$ cat src/wdtr_pkg.sv
// Package for the watchdog timer register block: item and result types,
// register map codes, identification words and the restart key.
// Depends on nothing; every other file of the block uses it.
package wdtr_pkg;

    localparam int COUNTER_WIDTH_DEFAULT = 32;
    localparam int DATA_WIDTH            = 32;

    typedef enum logic [1:0] {
        ACT_TICK  = 2'd0,
        ACT_READ  = 2'd1,
        ACT_WRITE = 2'd2,
        ACT_NOP   = 2'd3
    } t_action;

    localparam logic [3:0] REG_CTRL    = 4'd0;
    localparam logic [3:0] REG_TORR    = 4'd1;
    localparam logic [3:0] REG_CCVR    = 4'd2;
    localparam logic [3:0] REG_CRR     = 4'd3;
    localparam logic [3:0] REG_STAT    = 4'd4;
    localparam logic [3:0] REG_EOI     = 4'd5;
    localparam logic [3:0] REG_PROT    = 4'd6;
    localparam logic [3:0] REG_PARAM2  = 4'd10;
    localparam logic [3:0] REG_PARAM1  = 4'd11;
    localparam logic [3:0] REG_VERSION = 4'd12;
    localparam logic [3:0] REG_TYPE    = 4'd13;

    localparam logic [31:0] ID_PARAM2  = 32'hFFFF_FFFF;
    localparam logic [31:0] ID_PARAM1  = 32'h2000_0E40;
    localparam logic [31:0] ID_VERSION = 32'h3131_302A;
    localparam logic [31:0] ID_TYPE    = 32'h4457_0120;

    localparam logic [7:0] RESTART_KEY   = 8'h76;
    localparam logic [2:0] PROT_RESET    = 3'd2;
    localparam logic [4:0] PERIOD_BASE   = 5'd16;

    typedef struct packed {
        t_action               action;
        logic [3:0]            reg_select;
        logic [DATA_WIDTH-1:0] write_data;
    } t_item;

    typedef struct packed {
        logic [DATA_WIDTH-1:0] read_data;
        logic                  irq_level;
        logic                  system_reset;
    } t_result;

    typedef struct packed {
        logic running;
        logic enable;
        logic loaded;
    } t_status;

endpackage

$ cat src/wdtr_cmd_if.sv
// Command channel of the watchdog block: one beat is a tick, read, write or no-op.
// Depends on wdtr_pkg for the action type and data width.
interface wdtr_cmd_if;
    logic                            valid;
    logic                            ready;
    wdtr_pkg::t_action               action;
    logic [3:0]                      reg_select;
    logic [wdtr_pkg::DATA_WIDTH-1:0] write_data;

    modport source (output valid, action, reg_select, write_data, input ready);
    modport sink   (input valid, action, reg_select, write_data, output ready);
endinterface

$ cat src/wdtr_rsp_if.sv
// Response channel of the watchdog block: one beat per command beat.
// Depends on wdtr_pkg for the data width.
interface wdtr_rsp_if;
    logic                            valid;
    logic                            ready;
    logic [wdtr_pkg::DATA_WIDTH-1:0] read_data;
    logic                            irq_level;
    logic                            system_reset;

    modport source (output valid, read_data, irq_level, system_reset, input ready);
    modport sink   (input valid, read_data, irq_level, system_reset, output ready);
endinterface

$ cat src/wdtr_core.sv
// Register file and down-counter of the watchdog; computes one result per beat.
// Depends on wdtr_pkg for types, register codes and identification words.
module wdtr_core #(
    parameter int COUNTER_WIDTH = wdtr_pkg::COUNTER_WIDTH_DEFAULT
) (
    input  logic              i_clk,
    input  logic              i_rst_n,
    input  logic              i_fire,
    input  wdtr_pkg::t_item   i_item,
    output wdtr_pkg::t_result o_result,
    output wdtr_pkg::t_status o_status
);

    localparam logic [4:0] E_MAX = 5'(COUNTER_WIDTH - 1);

    logic [4:0]               r_ctrl,    n_ctrl;
    logic [3:0]               r_psel,    n_psel;
    logic                     r_loaded,  n_loaded;
    logic                     r_int,     n_int;
    logic [2:0]               r_prot,    n_prot;
    logic [COUNTER_WIDTH-1:0] r_saved,   n_saved;
    logic [COUNTER_WIDTH-1:0] r_live,    n_live;
    logic                     r_running, n_running;
    logic [31:0]              rd;
    logic                     rst_pulse;

    // The period is a single set bit, or zero while no period is loaded; the exponent saturates at the top bit.
    function automatic logic [COUNTER_WIDTH-1:0] period_of(logic loaded, logic [3:0] psel);
        logic [4:0] e;
        e = wdtr_pkg::PERIOD_BASE + {1'b0, psel};
        if (e > E_MAX) begin
            e = E_MAX;
        end
        return loaded ? (COUNTER_WIDTH'(1) << e) : '0;
    endfunction

    always_comb begin
        n_ctrl    = r_ctrl;
        n_psel    = r_psel;
        n_loaded  = r_loaded;
        n_int     = r_int;
        n_prot    = r_prot;
        n_saved   = r_saved;
        n_live    = r_live;
        n_running = r_running;
        rd        = '0;
        rst_pulse = 1'b0;
        case (i_item.action)
            wdtr_pkg::ACT_TICK: begin
                if (r_running) begin
                    if (r_live <= COUNTER_WIDTH'(1)) begin
                        if (r_ctrl[1]) begin
                            n_int = 1'b1;
                        end else begin
                            rst_pulse = 1'b1;
                        end
                        n_saved = period_of(r_loaded, r_psel);
                        n_live  = n_saved;
                    end else begin
                        n_live = r_live - COUNTER_WIDTH'(1);
                    end
                end
            end
            wdtr_pkg::ACT_READ: begin
                case (i_item.reg_select)
                    wdtr_pkg::REG_CTRL:    rd = 32'(r_ctrl);
                    wdtr_pkg::REG_TORR:    rd = 32'(r_psel);
                    wdtr_pkg::REG_CCVR:    rd = r_ctrl[0] ? 32'(r_live) : 32'(r_saved);
                    wdtr_pkg::REG_STAT:    rd = 32'(r_int);
                    wdtr_pkg::REG_PROT:    rd = 32'(r_prot);
                    wdtr_pkg::REG_PARAM2:  rd = wdtr_pkg::ID_PARAM2;
                    wdtr_pkg::REG_PARAM1:  rd = wdtr_pkg::ID_PARAM1;
                    wdtr_pkg::REG_VERSION: rd = wdtr_pkg::ID_VERSION;
                    wdtr_pkg::REG_TYPE:    rd = wdtr_pkg::ID_TYPE;
                    default:               rd = '0;
                endcase
            end
            wdtr_pkg::ACT_WRITE: begin
                case (i_item.reg_select)
                    wdtr_pkg::REG_CTRL: begin
                        n_ctrl = i_item.write_data[4:0];
                        if (n_ctrl[0] && r_loaded) begin
                            n_live    = r_saved;
                            n_running = 1'b1;
                        end else begin
                            n_running = 1'b0;
                        end
                    end
                    wdtr_pkg::REG_TORR: begin
                        n_psel   = i_item.write_data[3:0];
                        n_loaded = 1'b1;
                        n_saved  = period_of(1'b1, n_psel);
                        if (r_ctrl[0]) begin
                            n_live    = n_saved;
                            n_running = 1'b1;
                        end
                    end
                    wdtr_pkg::REG_CRR: begin
                        if (i_item.write_data[7:0] == wdtr_pkg::RESTART_KEY) begin
                            n_saved = period_of(r_loaded, r_psel);
                            n_int   = 1'b0;
                            if (r_ctrl[0] && r_loaded) begin
                                n_live    = n_saved;
                                n_running = 1'b1;
                            end else begin
                                n_running = 1'b0;
                            end
                        end
                    end
                    wdtr_pkg::REG_EOI:  n_int  = 1'b0;
                    wdtr_pkg::REG_PROT: n_prot = i_item.write_data[2:0];
                    default: ;
                endcase
            end
            default: ;
        endcase
    end

    always_ff @(posedge i_clk) begin
        if (!i_rst_n) begin
            r_ctrl    <= '0;
            r_psel    <= '0;
            r_loaded  <= 1'b0;
            r_int     <= 1'b0;
            r_prot    <= wdtr_pkg::PROT_RESET;
            r_saved   <= '1;
            r_live    <= '1;
            r_running <= 1'b0;
        end else if (i_fire) begin
            r_ctrl    <= n_ctrl;
            r_psel    <= n_psel;
            r_loaded  <= n_loaded;
            r_int     <= n_int;
            r_prot    <= n_prot;
            r_saved   <= n_saved;
            r_live    <= n_live;
            r_running <= n_running;
        end
    end

    assign o_result.read_data    = rd;
    assign o_result.irq_level    = n_int;
    assign o_result.system_reset = rst_pulse;

    assign o_status.running = r_running;
    assign o_status.enable  = r_ctrl[0];
    assign o_status.loaded  = r_loaded;

endmodule

$ cat src/watchdog_timer_regs_top.sv
// Top level of the watchdog timer register block: input and output stages
// around wdtr_core. Depends on wdtr_pkg, wdtr_cmd_if, wdtr_rsp_if and wdtr_core.
//
//  Channel  Direction  Beat carries
//  i_cmd    in         action, reg_select, write_data
//  o_rsp    out        read_data, irq_level, system_reset (one per command beat)
//
// One command beat is taken every clock while o_rsp is not stalled. Its
// response passes the input register and then the response register before
// it is presented on o_rsp.
// The counter decrement and the register decode sit in one combinational pass
// between those two registers, and that pass sets the rate of one beat a cycle.
// Reset is synchronous and active low; it clears both stage valids and restores
// the core registers to their documented reset values in the same cycle.
// When the response is stalled the stages hold, and the input stage still takes
// a beat as long as it is empty.
module watchdog_timer_regs_top #(
    parameter int COUNTER_WIDTH = wdtr_pkg::COUNTER_WIDTH_DEFAULT
) (
    input  logic       i_clk,
    input  logic       i_rst_n,
    wdtr_cmd_if.sink   i_cmd,
    wdtr_rsp_if.source o_rsp
);

    logic              r_s1_valid;
    wdtr_pkg::t_item   r_s1;
    logic              r_out_valid;
    wdtr_pkg::t_result r_out;
    logic              s1_advance;
    logic              s1_fire;
    wdtr_pkg::t_result core_res;
    wdtr_pkg::t_status core_status;

    // The first stage moves on whenever the response register is empty or
    // is being emptied in this cycle.
    assign s1_advance  = !r_out_valid || o_rsp.ready;
    assign s1_fire     = r_s1_valid && s1_advance;
    assign i_cmd.ready = !r_s1_valid || s1_advance;

    always_ff @(posedge i_clk) begin
        if (!i_rst_n) begin
            r_s1_valid  <= 1'b0;
            r_out_valid <= 1'b0;
        end else begin
            if (i_cmd.ready) begin
                r_s1_valid <= i_cmd.valid;
            end
            if (s1_advance) begin
                r_out_valid <= r_s1_valid;
            end
        end
    end

    // Payload registers carry no reset; the valids above qualify them.
    always_ff @(posedge i_clk) begin
        if (i_cmd.ready && i_cmd.valid) begin
            r_s1.action     <= i_cmd.action;
            r_s1.reg_select <= i_cmd.reg_select;
            r_s1.write_data <= i_cmd.write_data;
        end
        if (s1_fire) begin
            r_out <= core_res;
        end
    end

    wdtr_core #(
        .COUNTER_WIDTH(COUNTER_WIDTH)
    ) u_core (
        .i_clk    (i_clk),
        .i_rst_n  (i_rst_n),
        .i_fire   (s1_fire),
        .i_item   (r_s1),
        .o_result (core_res),
        .o_status (core_status)
    );

    assign o_rsp.valid        = r_out_valid;
    assign o_rsp.read_data    = r_out.read_data;
    assign o_rsp.irq_level    = r_out.irq_level;
    assign o_rsp.system_reset = r_out.system_reset;

    // A stalled beat in the first stage must stay put until it can move on.
    a_s1_hold : assert property (@(posedge i_clk) disable iff (!i_rst_n)
        r_s1_valid && !s1_advance |=> r_s1_valid && $stable(r_s1))
        else $error("first stage beat changed while stalled");

    // The counter only runs while enabled and with a period loaded.
    a_run_needs_enable : assert property (@(posedge i_clk) disable iff (!i_rst_n)
        core_status.running |-> core_status.enable && core_status.loaded)
        else $error("counter running without enable or period");

    // A system reset pulse can only come from a timer tick.
    a_reset_on_tick : assert property (@(posedge i_clk) disable iff (!i_rst_n)
        s1_fire && core_res.system_reset |-> r_s1.action == wdtr_pkg::ACT_TICK)
        else $error("system reset pulse from a non-tick beat");

    // Read data is zero for every beat that is not a read.
    a_rdata_zero : assert property (@(posedge i_clk) disable iff (!i_rst_n)
        s1_fire && r_s1.action != wdtr_pkg::ACT_READ |-> core_res.read_data == '0)
        else $error("read data nonzero outside a read");

endmodule
$ cat src/flat_wrapper.sv
// flat-port wrapper written by rule: the top's interface ports become plain ports
module watchdog_timer_regs_top_flat 
#(
    parameter int COUNTER_WIDTH = wdtr_pkg::COUNTER_WIDTH_DEFAULT
)
  (i_clk, i_rst_n, i_cmd_valid, i_cmd_action, i_cmd_reg_select, i_cmd_write_data, i_cmd_ready, o_rsp_valid, o_rsp_read_data, o_rsp_irq_level, o_rsp_system_reset, o_rsp_ready);
  wdtr_cmd_if i_cmd_i ();
  wdtr_rsp_if o_rsp_i ();
  input  logic i_clk;
  input  logic i_rst_n;
  input wire logic [$bits(i_cmd_i.valid)-1:0] i_cmd_valid;
  input wire logic [$bits(i_cmd_i.action)-1:0] i_cmd_action;
  input wire logic [$bits(i_cmd_i.reg_select)-1:0] i_cmd_reg_select;
  input wire logic [$bits(i_cmd_i.write_data)-1:0] i_cmd_write_data;
  output wire logic [$bits(i_cmd_i.ready)-1:0] i_cmd_ready;
  output wire logic [$bits(o_rsp_i.valid)-1:0] o_rsp_valid;
  output wire logic [$bits(o_rsp_i.read_data)-1:0] o_rsp_read_data;
  output wire logic [$bits(o_rsp_i.irq_level)-1:0] o_rsp_irq_level;
  output wire logic [$bits(o_rsp_i.system_reset)-1:0] o_rsp_system_reset;
  input wire logic [$bits(o_rsp_i.ready)-1:0] o_rsp_ready;
  assign i_cmd_i.valid = i_cmd_valid;
  assign i_cmd_i.action = i_cmd_action;
  assign i_cmd_i.reg_select = i_cmd_reg_select;
  assign i_cmd_i.write_data = i_cmd_write_data;
  assign i_cmd_ready = i_cmd_i.ready;
  assign o_rsp_valid = o_rsp_i.valid;
  assign o_rsp_read_data = o_rsp_i.read_data;
  assign o_rsp_irq_level = o_rsp_i.irq_level;
  assign o_rsp_system_reset = o_rsp_i.system_reset;
  assign o_rsp_i.ready = o_rsp_ready;
  watchdog_timer_regs_top #(.COUNTER_WIDTH(COUNTER_WIDTH)) u_core (.i_clk(i_clk), .i_rst_n(i_rst_n), .i_cmd(i_cmd_i), .o_rsp(o_rsp_i));
endmodule
$ cat config.mk
export PLATFORM = sky130hd
export DESIGN_NAME = watchdog_timer_regs_top_flat
export DESIGN_NICKNAME = d
export VERILOG_FILES = /design/src/wdtr_pkg.sv /design/src/wdtr_cmd_if.sv /design/src/wdtr_rsp_if.sv /design/src/wdtr_core.sv /design/src/watchdog_timer_regs_top.sv /design/src/flat_wrapper.sv
export SDC_FILE = /design/constraint.sdc
export NUM_CORES = 1
export LEC_CHECK = 0
export BUFFER_PORTS_ARGS = -buffer_cell sky130_fd_sc_hd__buf_2
export CORE_MARGIN = 5
export CORE_UTILIZATION = 55
export CTS_BUF_LIST = sky130_fd_sc_hd__clkbuf_2 sky130_fd_sc_hd__clkbuf_4 sky130_fd_sc_hd__clkbuf_8
export DETAILED_ROUTE_END_ITERATION = 6
export PLACE_DENSITY = 0.86
export SLEW_MARGIN = 5
export SYNTH_ARGS = -nofsm -noshare
export SYNTH_HDL_FRONTEND = slang
export SYNTH_SLANG_ARGS = --single-unit
$ cat constraint.sdc
create_clock -name i_clk -period 3.7 [get_ports i_clk]
set_input_delay 0.555 -clock i_clk [delete_from_list [all_inputs] [get_ports i_clk]]
set_output_delay 0.555 -clock i_clk [all_outputs]
set_load 0.02 [all_outputs]
==> results of run 1 <==
==> metal layers <==
metal	vias to the layer above	GRT usage, %	routed length [um]	part of all wire [%]
met5	-	0	0	0
met4	0	11.9	754	3.9
met3	77	7.06	2430	13
met2	490	39.9	8250	43
met1	2896	36.5	7820	41
li1	3009	-	-	-
==> final timing paths <==
path / cells after the start / slack [ns] / endpoint / start
setup / recovery: 6 / 0.71 / u_core.u_core.r_live[27]$_SDFFE_PN1P_ / u_core.r_s1[32]$_DFFE_PP_
hold / removal: 1 / 0.29 / u_core.r_s1[4]$_DFFE_PP_ / i_cmd_write_data[4]
setup reg to reg: 6 / 0.71 / u_core.u_core.r_live[27]$_SDFFE_PN1P_ / u_core.r_s1[32]$_DFFE_PP_
hold reg to reg: 2 / 0.49 / u_core.u_core.r_prot[1]$_SDFFE_PN1P_ / u_core.u_core.r_prot[1]$_SDFFE_PN1P_
==> power by group through the flow <==
stage / sequential, uW / combinational [uW] / clock (uW)
after global placement: 1410 / 259 / 0
after global routing: 1390 / 293 / 1330
after floorplan: 1420 / 172 / 0
after detailed placement: 1420 / 262 / 0
final: 1390 / 271 / 1280
after CTS: 1390 / 264 / 1280
==> registers in the layout, indices dropped and copies added (netlist names), 3 cells and up <==
name and flops:
u_core.o_rsp.read_data 32, u_core.r_s1 14, u_core.u_core.r_psel 4, u_core.u_core.r_prot 3
u_core.u_core.r_saved 17, u_core.u_core.r_live 32, u_core.u_core.r_ctrl 5
==> metrics by stage <==
step / utilization (%) / worst slack [ns] / area (sq um) / total power [uW]
after global placement: 58.7 / 0.922 / 7020 / 1670
after global routing: 62.3 / 0.564 / 7460 / 3020
after detailed placement: 58.7 / 0.832 / 7020 / 1680
after floorplan: - / 0.858 / 6700 / 1600
after CTS: 62.3 / 0.812 / 7460 / 2930
final: 62.3 / 0.707 / 7460 / 2940
==> layout make-up <==
| cell class | count | area [sq um] | area share [%] |
|---|---|---|---|
| sequential | 114 | 2760 | 37.1 |
| clock inverter | 13 | 185 | 2.48 |
| multi-input combinational | 594 | 3630 | 48.6 |
| timing repair buffer | 73 | 415 | 5.57 |
| clock buffer | 18 | 248 | 3.32 |
| tap | 147 | 184 | 2.47 |
| inverter | 9 | 33.8 | 0.453 |
==> cells by family after synthesis <==
family | Yosys count
buf+inv | 77
compound gates | 244
flops | 114
fa+ha+maj | 2
mux | 31
simple gates | 307
xor+xnor | 10
==> Yosys cell counts (12+ instances only) <==
library cell   n
nand2_1       60
edfxtp_1      48
o311ai_1      12
a21oi_1       66
o21ai_0       75
mux2_2        15
clkbuf_1      50
mux2i_1       16
nor3_1        30
nor4_1        13
nand3_1       21
dfxtp_1       66
nor2_1        91
nand2b_1      16
==> worst max-delay path: cells and delay by family, from the launching register on <==
family	cells	cell delay (ns)
buffers and inverters	1	0.32
and+or+nand+nor	1	0.46
DFF	1	0.67
AOI/OAI and AO/OA	4	1.38
==> impl_metrics.env, run 1 <==
export IMPL_wl_per_cell_um=19.9
export IMPL_finalHoldViolCount=0
export IMPL_maxSlewHeadroom_pct=29.1
export IMPL_swShare_pct=25.6
export IMPL_ir_drop_v=0.000391
export IMPL_cts_hold_buf=0
export IMPL_num_nets_final=853
export IMPL_root_buffer="clkbuf_8"
export IMPL_drt_initial_drc_count=934
export IMPL_grt_use_total_pct=26.7
export IMPL_synth_simple_area_share_pct=24.1
export IMPL_antenna_found_initial=0
export IMPL_cts_sinks=114
export IMPL_yosysUniqueCellTypes=79
export IMPL_start_kind="flip-flop"
export IMPL_io_buffers=53
export IMPL_grt_max_degree=47
export IMPL_cp_slowest_stage_delay_ns=0.73
export IMPL_tightest_slew_ns=1.06
export IMPL_netSwitchingPower_uw=753
export IMPL_h_tree_depth=4
export IMPL_synth_area_per_cell_sq_um=8.53
export IMPL_stdcell_count=968
export IMPL_grt_pass1_wl_um=30900
export IMPL_start_util_pct=56.0
export IMPL_holdWs_ns=0.288
export IMPL_cp_max_fo=43
export IMPL_intPower_uw=2190
export IMPL_setup_violations=0
export IMPL_cts_made_buffers=17
export IMPL_overflow=0
export IMPL_status="finished clean"
export IMPL_coreArea_sq_um=12000
export IMPL_synth_edf_count=48
export IMPL_synth_yosys_seq_area_share_pct=41.3
export IMPL_yosys_area_top_type="edfxtp_1"
export IMPL_dp_cells=937
export IMPL_detail_route_antenna_nets=0
export IMPL_post_cts_buffers=0
export IMPL_yosysTopAreaCellShare_pct=21.5
export IMPL_syn_area_sq_um=6700
export IMPL_maxCapViolations=0
export IMPL_p_seq_share_pct=47.3
export IMPL_synth_compound_area_share_pct=23.2
export IMPL_final_common_cell="nor2_1"
export IMPL_gp_congestion=0.964
export IMPL_post_route_period_util_pct=80.9
export IMPL_cts_repair_resized=0
export IMPL_synth_nets=829
export IMPL_drt_wl_total_um=19300
export IMPL_cpMaxStageDelayCell="a2111oi_0"
export IMPL_clk_pin_slew_ns=0.07
export IMPL_crit_required_ns=4.00
export IMPL_insertion_delay_ns=0.44
export IMPL_worstPathArrival_ns=3.29
export IMPL_fp_dieW_um=120
export IMPL_synth_xor_area_share_pct=1.31
export IMPL_layout_drive_gt1_share_pct=17.8
export IMPL_drc=0
export IMPL_max_freq_ghz=0.334
export IMPL_synth_fa_ha_area_share_pct=0.374
export IMPL_pin_count=78
export IMPL_die_h_um=120
export IMPL_maxSlewViolCount=0
export IMPL_n_antenna_cell=0
export IMPL_fillers=964
export IMPL_synth_area_top_cells="edfxtp_1 (22%), dfxtp_1 (20%), o21ai_0 (5.6%), nor2_1 (5.1%), a21oi_1 (4.9%)"
export IMPL_synthMuxAreaShare_pct=4.91
export IMPL_min_path_type="input port to flip-flop"
export IMPL_power_leakage_uw=0.00256
export IMPL_syn2layout_area_growth_pct=11.4
export IMPL_cts_tree="done"
export IMPL_synth_main_ff_cell="dfxtp_1"
export IMPL_vias_per_cell=6.69
export IMPL_power_density_nw_per_um2=394
export IMPL_pwr_share_clk_pct=43.5
export IMPL_end_kind="flip-flop"
export IMPL_rsz0062_at_grt="false"
export IMPL_die_area_sq_um=14500
export IMPL_skew_ns=0.0168
export IMPL_setup_tns_ns=0
export IMPL_critPathKind="flip-flop to flip-flop"
export IMPL_final_cell_mix="nor2_1 (91), o21ai_0 (75), a21oi_1 (66), dfxtp_1 (66), nand2_1 (60)"
export IMPL_cts_buffer_depth=2
export IMPL_grt_pass1_vias=5881
export IMPL_synth_async_reset_ratio_pct=0
export IMPL_dp_hpwl_um=12900
export IMPL_ys_ff_latch=114
export IMPL_period_minus_slack_ns=2.99
export IMPL_placementRows=40
export IMPL_dr_pass1_iters=7
export IMPL_synth_cells=785
export IMPL_combPwrFrac_pct=9.2
export IMPL_synth_top_family_by_area="simple AND/OR/NAND/NOR gates"
export IMPL_num_vias=6472
export IMPL_yosys_warnings=0
export IMPL_crit_chain="or3b_1 -> a2111oi_0 -> o211ai_1 -> buf_4 -> a311oi_1 -> a31oi_1"
Power figures use the tool's default switching activity.
==> run 2: changes to the inputs <==
--- a/config.mk
+++ b/config.mk
@@ -5,6 +5,7 @@
 export SDC_FILE = /design/constraint.sdc
 export NUM_CORES = 1
 export LEC_CHECK = 0
+export ABC_AREA = 1
 export BUFFER_PORTS_ARGS = -buffer_cell sky130_fd_sc_hd__buf_2
 export CORE_MARGIN = 5
 export CORE_UTILIZATION = 55
==> constraint.sdc (replaced) <==
create_clock -name i_clk -period 3 [get_ports i_clk]
set_input_delay 0.45 -clock i_clk [delete_from_list [all_inputs] [get_ports i_clk]]
set_output_delay 0.45 -clock i_clk [all_outputs]
set_load 0.02 [all_outputs]
==> impl_metrics.env, run 2 <==
export IMPL_start_kind="flip-flop"
export IMPL_timing_rr_start="u_core.r_s1[33]$_DFFE_PP_"
export IMPL_holdPathStages=1
export IMPL_power_leakage_uw=0.00329
export IMPL_tightest_slew_ns=0.790
export IMPL_overflow=0
export IMPL_fin_area_sq_um=7730
export IMPL_dp_hpwl_um=14700
export IMPL_netlist_top_cells_count="nand2_1 (312), nor2_1 (137), a21oi_1 (106)"
export IMPL_n_antenna_cell=0
export IMPL_maxSlewViolCount=0
export IMPL_drc=15
export IMPL_setup_violations=0
export IMPL_synth_area_top_cells="edfxtp_1 (21%), dfxtp_1 (19%), nand2_1 (17%), a21oi_1 (7.6%), nor2_1 (7.4%)"
export IMPL_synthMuxAreaShare_pct=0
export IMPL_synth_most_common_cell="nand2_1"
export IMPL_io_buffers=53
export IMPL_h_tree_depth=4
export IMPL_grt_use_total_pct=28.3
export IMPL_cts_made_buffers=17
export IMPL_yosysUniqueCellTypes=39
export IMPL_synth_compound_area_share_pct=14.5
export IMPL_final_cell_mix="nand2_1 (312), nor2_1 (137), a21oi_1 (106)"
export IMPL_reg2reg_depth=6
export IMPL_end_kind="flip-flop"
export IMPL_crit_required_ns=3.16
export IMPL_yosys_warnings=0
export IMPL_clk_pin_slew_ns=0.07
export IMPL_cp_max_fo=14
export IMPL_synth_edf_count=48
export IMPL_maxCapViolations=0
export IMPL_wl_per_cell_um=16.7
export IMPL_holdWs_ns=0.165
export IMPL_placementRows=41
export IMPL_holdPathEnd="u_core.r_s1[33]$_DFFE_PP_"
export IMPL_root_buffer="clkbuf_8"
export IMPL_yosysTopAreaCellShare_pct=20.7
export IMPL_vias_per_cell=5.74
export IMPL_cts_tree="done"
export IMPL_layout_drive_gt1_share_pct=13.6
export IMPL_coreArea_sq_um=12500
export IMPL_synth_async_reset_ratio_pct=0
export IMPL_antenna_found_initial=0
export IMPL_synth_main_ff_cell="dfxtp_1"
export IMPL_pin_count=78
export IMPL_ir_drop_v=0.000257
export IMPL_drt_wl_total_um=20800
export IMPL_yosys_area_top_type="edfxtp_1"
export IMPL_syn2layout_area_growth_pct=11.2
export IMPL_placed_cell_area_sq_um=7300
export IMPL_max_freq_ghz=0.431
export IMPL_reg2reg_slack_ns=0.68
export IMPL_ys_ff_latch=114
export IMPL_final_common_cell="nand2_1"
export IMPL_min_path_type="input port to flip-flop"
export IMPL_grt_pass1_vias=6369
export IMPL_maxSlewHeadroom_pct=47.3
export IMPL_synth_top_family_by_area="simple AND/OR/NAND/NOR gates"
export IMPL_postLayoutCoreUtil_pct=61.7
export IMPL_cts_sinks=114
export IMPL_period_minus_slack_ns=2.32
export IMPL_worstPathArrival_ns=2.48
export IMPL_cts_buffer_depth=2
export IMPL_synth_xor_area_share_pct=2.02
export IMPL_num_vias=7128
export IMPL_synth_nets=1059
export IMPL_cts_repair_resized=0
export IMPL_setup_tns_ns=0
export IMPL_grt_max_degree=46
export IMPL_rr_endpoint="u_core.o_rsp.read_data[3]$_SDFFCE_PP0P_"
export IMPL_die_area_sq_um=15000
export IMPL_status="finished, violations left"
export IMPL_insertion_delay_ns=0.46
export IMPL_synth_yosys_seq_area_share_pct=39.7
export IMPL_grt_pass1_wl_um=32700
export IMPL_synth_simple_area_share_pct=36.3
export IMPL_power_density_nw_per_um2=475
export IMPL_cts_hold_buf=0
export IMPL_skew_ns=0.0149
export IMPL_fillers=1171
export IMPL_dr_pass1_iters=7
export IMPL_finalHoldViolCount=0
export IMPL_synth_fa_ha_area_share_pct=0.360
export IMPL_start_util_pct=55.5
export IMPL_synth_cells=1015
export IMPL_rsz0062_at_grt="false"
export IMPL_detail_route_antenna_nets=0
export IMPL_num_nets_final=1101
export IMPL_fp_dieW_um=122
export IMPL_violations="DRC"
export IMPL_critPathKind="flip-flop to flip-flop"
export IMPL_gp_congestion=0.994
export IMPL_syn_area_sq_um=6950
export IMPL_post_route_period_util_pct=77.3
export IMPL_drt_initial_drc_count=1035
export IMPL_synth_area_per_cell_sq_um=6.85
export IMPL_total_power_uw=3670
export IMPL_post_cts_buffers=0
export IMPL_min_delay_start="i_cmd_reg_select[1]"
export IMPL_die_h_um=122
==> run 2: changes by cell type in the layout (fill, tap and decap cells not counted), sizes merged, moves of 16 or more <==
cell	previous run	this run
nor2	92	157
nor3	30	6
mux2i	16	0
nand3	21	71
nand2	60	320
nand2b	16	0
inv	10	76
a21oi	66	114
==> run 2: metrics by stage <==
step           setup slack [ns]  instances
2_1_floorplan              1.27       1015
3_3_place_gp              0.832       1210
3_5_place_dp              0.770       1210
4_1_cts                   0.750       1242
5_1_grt                   0.528       1242
6_report                  0.680       1242
==> run 2: routing by layer <==
metal | wire (um) | global-route usage (%) | vias up
met4 | 957 | 14.6 | 0
li1 | - | - | 3437
met1 | 8620 | 38.3 | 3182
met2 | 8910 | 42.2 | 428
met3 | 2300 | 6.87 | 81
met5 | 0 | 0 | -
==> run 2: worst max-delay path: stages (launching register included) <==
cell and delay [ns]:
edfxtp_1 0.52, nand3_1 0.35, nor2_1 0.07, inv_1 0.34, nand2_1 0.30, a221oi_1 0.34
a21oi_1 0.11
==> run 2: cells by family after synthesis <==
logic type,Yosys count
buffers and inverters,115
adder cells (fa/ha/maj),2
AND/OR/NAND/NOR,580
XOR/XNOR,16
flip-flops,114
AO/OA/AOI/OAI,188
==> run 2: worst max path at each step <==
stage	start	endpoint	slack, ns	cells past startpoint
after floorplan	o_rsp_ready	u_core.o_rsp.irq_level$_DFFE_PP_	1.27	4
after global placement	u_core.r_s1[33]$_DFFE_PP_	u_core.o_rsp.read_data[3]$_SDFFCE_PP0P_	0.83	6
after detailed placement	u_core.r_s1[33]$_DFFE_PP_	u_core.o_rsp.read_data[3]$_SDFFCE_PP0P_	0.77	6
after CTS	u_core.r_s1[33]$_DFFE_PP_	u_core.o_rsp.read_data[3]$_SDFFCE_PP0P_	0.75	6
after global routing	u_core.r_s1[1]$_DFFE_PP_	u_core.u_core.r_live[27]$_SDFFE_PN1P_	0.53	11
final	u_core.r_s1[33]$_DFFE_PP_	u_core.o_rsp.read_data[3]$_SDFFCE_PP0P_	0.68	6
==> run 2: area by class of cell <==
| type | count | area [sq um] | share of cell area, % |
|---|---|---|---|
| Clock buffer | 20 | 269 | 3.48 |
| Clock inverter | 12 | 155 | 2.01 |
| Inverter | 74 | 283 | 3.66 |
| Multi-Input combinational cell | 786 | 3700 | 47.8 |
| Sequential cell | 114 | 2760 | 35.7 |
| Tap cell | 172 | 215 | 2.78 |
| Timing Repair Buffer | 64 | 348 | 4.50 |
==> run 2: power by group <==
part	internal [uW]	total [uW]	switching [uW]	leakage [uW]
sequential	1680	1750	63.8	0.000996
clock	875	1550	678	0.000209
combinational	110	375	265	0.00208
